**src/bmhq_pkg.sv**
```systemverilog
// ----------------------------------------------------------------------------
// bmhq_pkg
// Shared types and constants of the binary min-heap priority queue: command
// and status codes, controller states and the command and status bundles
// that pass between the controller and the datapath.
// ----------------------------------------------------------------------------
package bmhq_pkg;

   // Key and field widths.
   localparam int KEY_W = 32;
   localparam int CMD_W = 2;
   localparam int STAT_W = 2;
   localparam int CAP_W = 9;
   localparam int OCC_W = 9;

   // Default number of entries in the heap store.
   localparam int DEPTH_DEFAULT = 256;

   // Reset value of the capacity register.
   localparam logic [CAP_W-1:0] CAP_RESET = 9'd256;

   // Most negative key, returned when the queue is empty.
   localparam logic [KEY_W-1:0] SENTINEL_KEY = 32'h8000_0000;

   // Command codes of an input transaction.
   typedef enum logic [CMD_W-1:0] {
      CMD_INSERT     = 2'd0,
      CMD_DELETE_MIN = 2'd1,
      CMD_FIND_MIN   = 2'd2,
      CMD_MAKE_EMPTY = 2'd3
   } cmd_type;

   // Status codes of a result transaction.
   typedef enum logic [STAT_W-1:0] {
      STAT_OK    = 2'd0,
      STAT_FULL  = 2'd1,
      STAT_EMPTY = 2'd2
   } status_type;

   // Controller states.
   typedef enum logic [2:0] {
      ST_IDLE,
      ST_INS_CHK,
      ST_INS_CMP,
      ST_FIND_WAIT,
      ST_DEL_CAP,
      ST_DEL_CHK,
      ST_DEL_CMP
   } state_type;

   // Which store entries the datapath reads this cycle.
   typedef enum logic [2:0] {
      RD_NONE,
      RD_ROOT,
      RD_PARENT,
      RD_ROOT_LAST,
      RD_CHILDREN
   } rd_sel_type;

   // What the datapath writes into the hole this cycle.
   typedef enum logic [1:0] {
      WR_NONE,
      WR_KEY,
      WR_PARENT,
      WR_CHILD
   } wr_sel_type;

   // Next value of the hole position.
   typedef enum logic [2:0] {
      HOLE_HOLD,
      HOLE_NEW,
      HOLE_ROOT,
      HOLE_PARENT,
      HOLE_CHILD
   } hole_sel_type;

   // Next value of the entry count.
   typedef enum logic [1:0] {
      CNT_HOLD,
      CNT_INC,
      CNT_DEC,
      CNT_CLR
   } cnt_sel_type;

   // Loading of the moving key (and of the minimum on delete).
   typedef enum logic [1:0] {
      KEY_HOLD,
      KEY_REQ,
      KEY_LAST
   } key_sel_type;

   // Result produced this cycle, if any.
   typedef enum logic [2:0] {
      RSP_NONE,
      RSP_OK,
      RSP_FULL,
      RSP_EMPTY,
      RSP_MIN,
      RSP_ROOT
   } rsp_sel_type;

   // Command bundle from the controller to the datapath.
   typedef struct packed {
      rd_sel_type   rd_sel;
      wr_sel_type   wr_sel;
      hole_sel_type hole_sel;
      cnt_sel_type  cnt_sel;
      key_sel_type  key_sel;
      rsp_sel_type  rsp_sel;
   } dp_cmd_type;

   // Status bundle from the datapath to the controller.
   typedef struct packed {
      logic full;
      logic empty;
      logic hole_root;
      logic parent_greater;
      logic has_child;
      logic child_smaller;
   } dp_stat_type;

   // Command that leaves the datapath untouched.
   localparam dp_cmd_type DP_NOP = '{
      rd_sel:   RD_NONE,
      wr_sel:   WR_NONE,
      hole_sel: HOLE_HOLD,
      cnt_sel:  CNT_HOLD,
      key_sel:  KEY_HOLD,
      rsp_sel:  RSP_NONE
   };

endpackage

```
**src/bmhq_ctrl.sv**
```systemverilog
// ----------------------------------------------------------------------------
// bmhq_ctrl
// Controller of the heap queue: walks sift-up for insert and sift-down for
// delete-min one level at a time and commands the datapath.
// ----------------------------------------------------------------------------
module bmhq_ctrl (
   input  logic                        clock,
   input  logic                        reset,
   input  logic                        start,
   input  logic [bmhq_pkg::CMD_W-1:0]  command,
   input  bmhq_pkg::dp_stat_type       stat,
   output bmhq_pkg::dp_cmd_type        ctl,
   output logic                        busy
);
   import bmhq_pkg::*;

   state_type state_ff, state_in;
   cmd_type   cmd_w;

   assign cmd_w = cmd_type'(command);
   assign busy  = (state_ff != ST_IDLE);

   // State register.
   always_ff @(posedge clock) begin
      if (reset) begin
         state_ff <= ST_IDLE;
      end else begin
         state_ff <= state_in;
      end
   end

   // Next state.
   always_comb begin
      state_in = state_ff;
      unique case (state_ff)
         ST_IDLE: begin
            if (start) begin
               unique case (cmd_w)
                  CMD_INSERT:     state_in = stat.full ? ST_IDLE : ST_INS_CHK;
                  CMD_DELETE_MIN: state_in = stat.empty ? ST_IDLE : ST_DEL_CAP;
                  CMD_FIND_MIN:   state_in = stat.empty ? ST_IDLE : ST_FIND_WAIT;
                  CMD_MAKE_EMPTY: state_in = ST_IDLE;
               endcase
            end
         end
         ST_INS_CHK:   state_in = stat.hole_root ? ST_IDLE : ST_INS_CMP;
         ST_INS_CMP:   state_in = stat.parent_greater ? ST_INS_CHK : ST_IDLE;
         ST_FIND_WAIT: state_in = ST_IDLE;
         ST_DEL_CAP:   state_in = ST_DEL_CHK;
         ST_DEL_CHK:   state_in = stat.has_child ? ST_DEL_CMP : ST_IDLE;
         ST_DEL_CMP:   state_in = stat.child_smaller ? ST_DEL_CHK : ST_IDLE;
         default:      state_in = ST_IDLE;
      endcase
   end

   // Datapath commands.
   always_comb begin
      ctl = DP_NOP;
      unique case (state_ff)
         ST_IDLE: begin
            if (start) begin
               unique case (cmd_w)
                  CMD_INSERT: begin
                     if (stat.full) begin
                        ctl.rsp_sel = RSP_FULL;
                     end else begin
                        ctl.cnt_sel = CNT_INC;
                        ctl.hole_sel = HOLE_NEW;
                        ctl.key_sel = KEY_REQ;
                     end
                  end
                  CMD_DELETE_MIN: begin
                     if (stat.empty) begin
                        ctl.rsp_sel = RSP_EMPTY;
                     end else begin
                        ctl.rd_sel = RD_ROOT_LAST;
                        ctl.cnt_sel = CNT_DEC;
                        ctl.hole_sel = HOLE_ROOT;
                     end
                  end
                  CMD_FIND_MIN: begin
                     if (stat.empty) begin
                        ctl.rsp_sel = RSP_EMPTY;
                     end else begin
                        ctl.rd_sel = RD_ROOT;
                     end
                  end
                  CMD_MAKE_EMPTY: begin
                     ctl.cnt_sel = CNT_CLR;
                     ctl.rsp_sel = RSP_OK;
                  end
               endcase
            end
         end
         // Sift-up: place the key at the root or fetch the parent.
         ST_INS_CHK: begin
            if (stat.hole_root) begin
               ctl.wr_sel = WR_KEY;
               ctl.rsp_sel = RSP_OK;
            end else begin
               ctl.rd_sel = RD_PARENT;
            end
         end
         // Sift-up: move the parent down, or settle the key here.
         ST_INS_CMP: begin
            if (stat.parent_greater) begin
               ctl.wr_sel = WR_PARENT;
               ctl.hole_sel = HOLE_PARENT;
            end else begin
               ctl.wr_sel = WR_KEY;
               ctl.rsp_sel = RSP_OK;
            end
         end
         ST_FIND_WAIT: begin
            ctl.rsp_sel = RSP_ROOT;
         end
         // Capture the minimum and the last entry.
         ST_DEL_CAP: begin
            ctl.key_sel = KEY_LAST;
         end
         // Sift-down: fetch both children, or settle the last entry here.
         ST_DEL_CHK: begin
            if (stat.has_child) begin
               ctl.rd_sel = RD_CHILDREN;
            end else begin
               if (!stat.empty) begin
                  ctl.wr_sel = WR_KEY;
               end
               ctl.rsp_sel = RSP_MIN;
            end
         end
         // Sift-down: move the smaller child up, or settle the last entry.
         ST_DEL_CMP: begin
            if (stat.child_smaller) begin
               ctl.wr_sel = WR_CHILD;
               ctl.hole_sel = HOLE_CHILD;
            end else begin
               ctl.wr_sel = WR_KEY;
               ctl.rsp_sel = RSP_MIN;
            end
         end
         default: begin
            ctl = DP_NOP;
         end
      endcase
   end

endmodule

```
**config.mk**
```make
export PLATFORM = sky130hd
export DESIGN_NAME = bmhq_ctrl
export DESIGN_NICKNAME = d
export VERILOG_FILES = /design/src/bmhq_pkg.sv /design/src/bmhq_ctrl.sv
export SDC_FILE = /design/constraint.sdc
export NUM_CORES = 1
export LEC_CHECK = 0
export BUFFER_PORTS_ARGS = -buffer_cell sky130_fd_sc_hd__buf_4
export CAP_MARGIN = 5
export CORE_AREA = 2 2 39 41
export DETAILED_ROUTE_END_ITERATION = 8
export DIE_AREA = 0 0 41 43
export PLACE_DENSITY_LB_ADDON = 0.15
export SLEW_MARGIN = 20
export SYNTH_ARGS = -nofsm -noshare
export SYNTH_HDL_FRONTEND = slang
export SYNTH_SLANG_ARGS = --single-unit
```
**constraint.sdc**
```tcl
create_clock -name clock -period 1.35 [get_ports clock]
set_input_delay 0 -clock clock [delete_from_list [all_inputs] [get_ports clock]]
set_output_delay 0 -clock clock [all_outputs]
set_load 0.005 [all_outputs]
```
==> results by group <==
Pwr
  – Pint: 0.000287 W
  – Clk pwr share: 0.376
  – Max IR drop VDD: 0.341 mV
  – Switch Pwr: 0.000127 W
  – Total power draw: 0.000414 W
  – Leak pwr: 0.386 nW
  – Net Sw Frac: 0.306
  – Combinational Power Share: 0.399
  – Sequential share of power: 0.225
  – Power Density: 535 nW/µm²

Floorplan
  – Row Count: 14
  – Initial Utilization: 0.363
  – DIE WIDTH: 41 µm
  – Chip height: 43 µm
  – Top-level port count: 27
  – Core area: 1380 µm²
  – Die area: 1760 µm²

Clocking
  – CTS tree: yes
  – Clk pin slew, worst setup/hold paths: 0.04 ns
  – Clk_lat worst skew: 0.23 ns
  – Maximum level of the CTS H-tree: 1
  – Clock Tree Root: clkbuf_4
  – Maximum root-to-sink buffer count: 2
  – Num CTS Buffers: 3
  – Hold buffer count at CTS: 0
  – Sink Count: 3

Final layout
  – Nets@finish: 121
  – Fillers: 145
  – Final Core Density: 0.559
  – Largest register FFs: 3
  – Ant. Diodes: 0
  – Biggest register: state_ff
  – Finished Cell Area: 773 µm²
  – Largest regs: state_ff (3)
  – Synth-to-Final Area Change: 53.7%
  – Layout cell share with drive strength beyond 1: 0.438

Timing
  – Max-slew violations: 0
  – Fin. Hold Viols: 0
  – Setup Skew: 0.00441 ns
  – Worst-Margin Slew: 0.520 ns
  – Tmin final: 1.36 ns
  – Final worst path period share: 1.01
  – Final worst slack: -0.0137 ns
  – Setup violators final: 1
  – FMAX: 733 MHz
  – RSZ-0062 raised after global routing: yes
  – Worst slew margin: 0.649

Global route
  – Largest net degree at the start of global routing: 12
  – Global-route wire length before repair: 2.13 mm
  – Grt total ovfl: 0
  – Vias in the first global route: 505
  – Antenna violations before repair: 0
  – GRT Total Usage: 0.170

Critical path
  – Worst EP arrival: 1.36 ns
  – Crit path capture type: output port
  – CP top delay family: simple AND/OR/NAND/NOR gates
  – Crit path buf inv count: 1
  – CP Cell Sequence: nor3_4, nand2_2, nor3b_2, a22o_1, buf_4
  – Setup crit start kind: flop
  – CP Max Fanout: 4
  – Critical path's slowest cell: dfxtp_4
  – Critical path type: reg2out
  – R2r setup slk: 0.08 ns
  – Critical path required time: 1.35 ns
  – Slowest stage delay, CP: 0.34 ns

Yosys
  – Post-synth EDFFs: 0
  – #FFs+latches synth: 3
  – Count of different cell masters after synthesis: 28
  – Post-Synthesis Net Count: 89
  – Top cell type's share of synthesized area: 0.119
  – Syn Std Cell Area: 503 µm²
  – Sequential-to-total area share from yosys stat: 0.119
  – Main synth FF type: dfxtp_1
  – Area contributors post-synth: dfxtp_1, ha_1, o21ai_0
  – Commonest cells post-synth: nor2_1, o21ai_0, a21oi_1, nand2_1
  – Count leader, synth: nor2_1
  – Synth Warn #: 0
  – Cells after synthesis: 74
  – Async SR Flop Fraction: 0
  – Post-synth top area cell: dfxtp_1
  – Syn avg cell area: 6.80 µm²

Hold path
  – Hold WC Path Type: in2reg

Placed design
  – I/O Buffers: 26
  – Placed cell areas: 696 µm²
  – Routability-driven placement congestion ratio: 0.730
  – DP Wirelength: 984 µm

Route
  – 1st-pass router iterations: 4
  – Drt wl/cell: 10.6 µm
  – Via density: 4.93
  – Total wire length: 1.28 mm
  – Post-route ant nets: 0
  – DRC: 0
  – Vias post-DR: 596
  – 1st-iter DRT viols: 12

Status
  – Failing checks: setup timing
  – Status: complete, but fails checks

Job
  – MaxCap Viol Count: 0
==> area by class of cell <==
| type | instances | area, µm² | area share |
|---|---|---|---|
| clock buffer | 4 | 26.3 | 0.0340 |
| inverter | 5 | 18.8 | 0.0243 |
| multi-input combinational | 63 | 412 | 0.532 |
| sequential | 3 | 71.3 | 0.0922 |
| tap | 16 | 20.0 | 0.0259 |
| timing repair buffer | 30 | 225 | 0.291 |
==> kinds of logic (layout without fill, tap and decap cells) <==
family | Yosys count | count (layout) | synth area share
buffers and inverters | 8 | 39 | 0.0970
multiplexers | 1 | 1 | 0.0224
AND/OR/NAND/NOR | 35 | 35 | 0.405
AO/OA/AOI/OAI | 23 | 23 | 0.256
adder cells (fa/ha/maj) | 4 | 4 | 0.0995
flip-flops | 3 | 3 | 0.119
==> power by group through the flow <==
stage | Clock [W] | Sequential, W | Combinational (W)
finish | 0.000156 | 0.0000931 | 0.000165
global route | 0.000164 | 0.0000937 | 0.000185
CTS | 0.000162 | 0.0000931 | 0.000161
detailed placement | 0 | 0.000103 | 0.000147
global placement | 0 | 0.000103 | 0.000148
floorplan | 0 | 0.0000968 | 0.0000824
==> final timing paths <==
kind / startpoint / endpoint / cells past startpoint
worst min register to register: state_ff[1]$_SDFFE_PP0P_ / state_ff[0]$_SDFFE_PP0P_ / 3
worst min-delay path: reset / state_ff[2]$_SDFFE_PP0P_ / 4
worst max-delay path: state_ff[2]$_SDFFE_PP0P_ / ctl[13] / 5
worst max register to register: state_ff[0]$_SDFFE_PP0P_ / state_ff[1]$_SDFFE_PP0P_ / 3
==> metal layers <==
metal	track usage	routed length [µm]	vias to the layer above
li1	-	-	314
met1	0.232	571	260
met2	0.266	620	20
met4	0.0600	17	0
met5	0	0	-
met3	0.0157	70	2
==> worst register-to-register path, cell delays in order, from the launching register on <==
cell and delay [ns]:
dfxtp_4 0.35, buf_4 0.16, o41ai_1 0.54, a21oi_1 0.07
==> layout by cell type, fill, tap and decap left out <==
cell / count
o21a_1: 1
a22oi_1: 1
mux2_2: 1
clkbuf_1: 1
nor3_4: 1
nand2b_1: 3
nand3b_1: 1
inv_2: 1
clkbuf_4: 3
and2b_2: 2
buf_4: 30
ha_1: 4
nand2_1: 4
nor2_4: 1
a31oi_1: 1
nand3_1: 1
o41ai_1: 1
nor3b_2: 1
a22o_1: 1
or2b_1: 1
o21ai_1: 2
o21ai_0: 8
nand2b_4: 1
or3_1: 1
a21oi_1: 8
nor2_1: 11
nor2b_1: 2
nor3b_1: 2
dfxtp_4: 3
inv_1: 4
nand2_2: 1
and2_1: 1
or2b_2: 1
==> stage by stage <==
step | setup slack, ns | TNS [ns] | hold WS, ns | cells
global placement | 0.0746 | 0 | 0.302 | 114
finish | -0.0137 | -0.0137 | 0.0650 | 121
floorplan | 0.187 | 0 | 0.0833 | 74
CTS | -0.0398 | -0.0558 | 0.0521 | 121
detailed placement | 0.0899 | 0 | 0.309 | 114
global route | -0.0791 | -0.171 | 0.0797 | 121
==> what timing repair did <==
| item | 4_1_cts | 5_1_grt |
|---|---|---|
| setup endpoints to repair | 13 | 5 |
| setup buffers | 3 | 0 |
| pin swaps | 4 | 1 |
| gates resized for setup | 8 | 4 |
(Power assumes the default switching activity.)
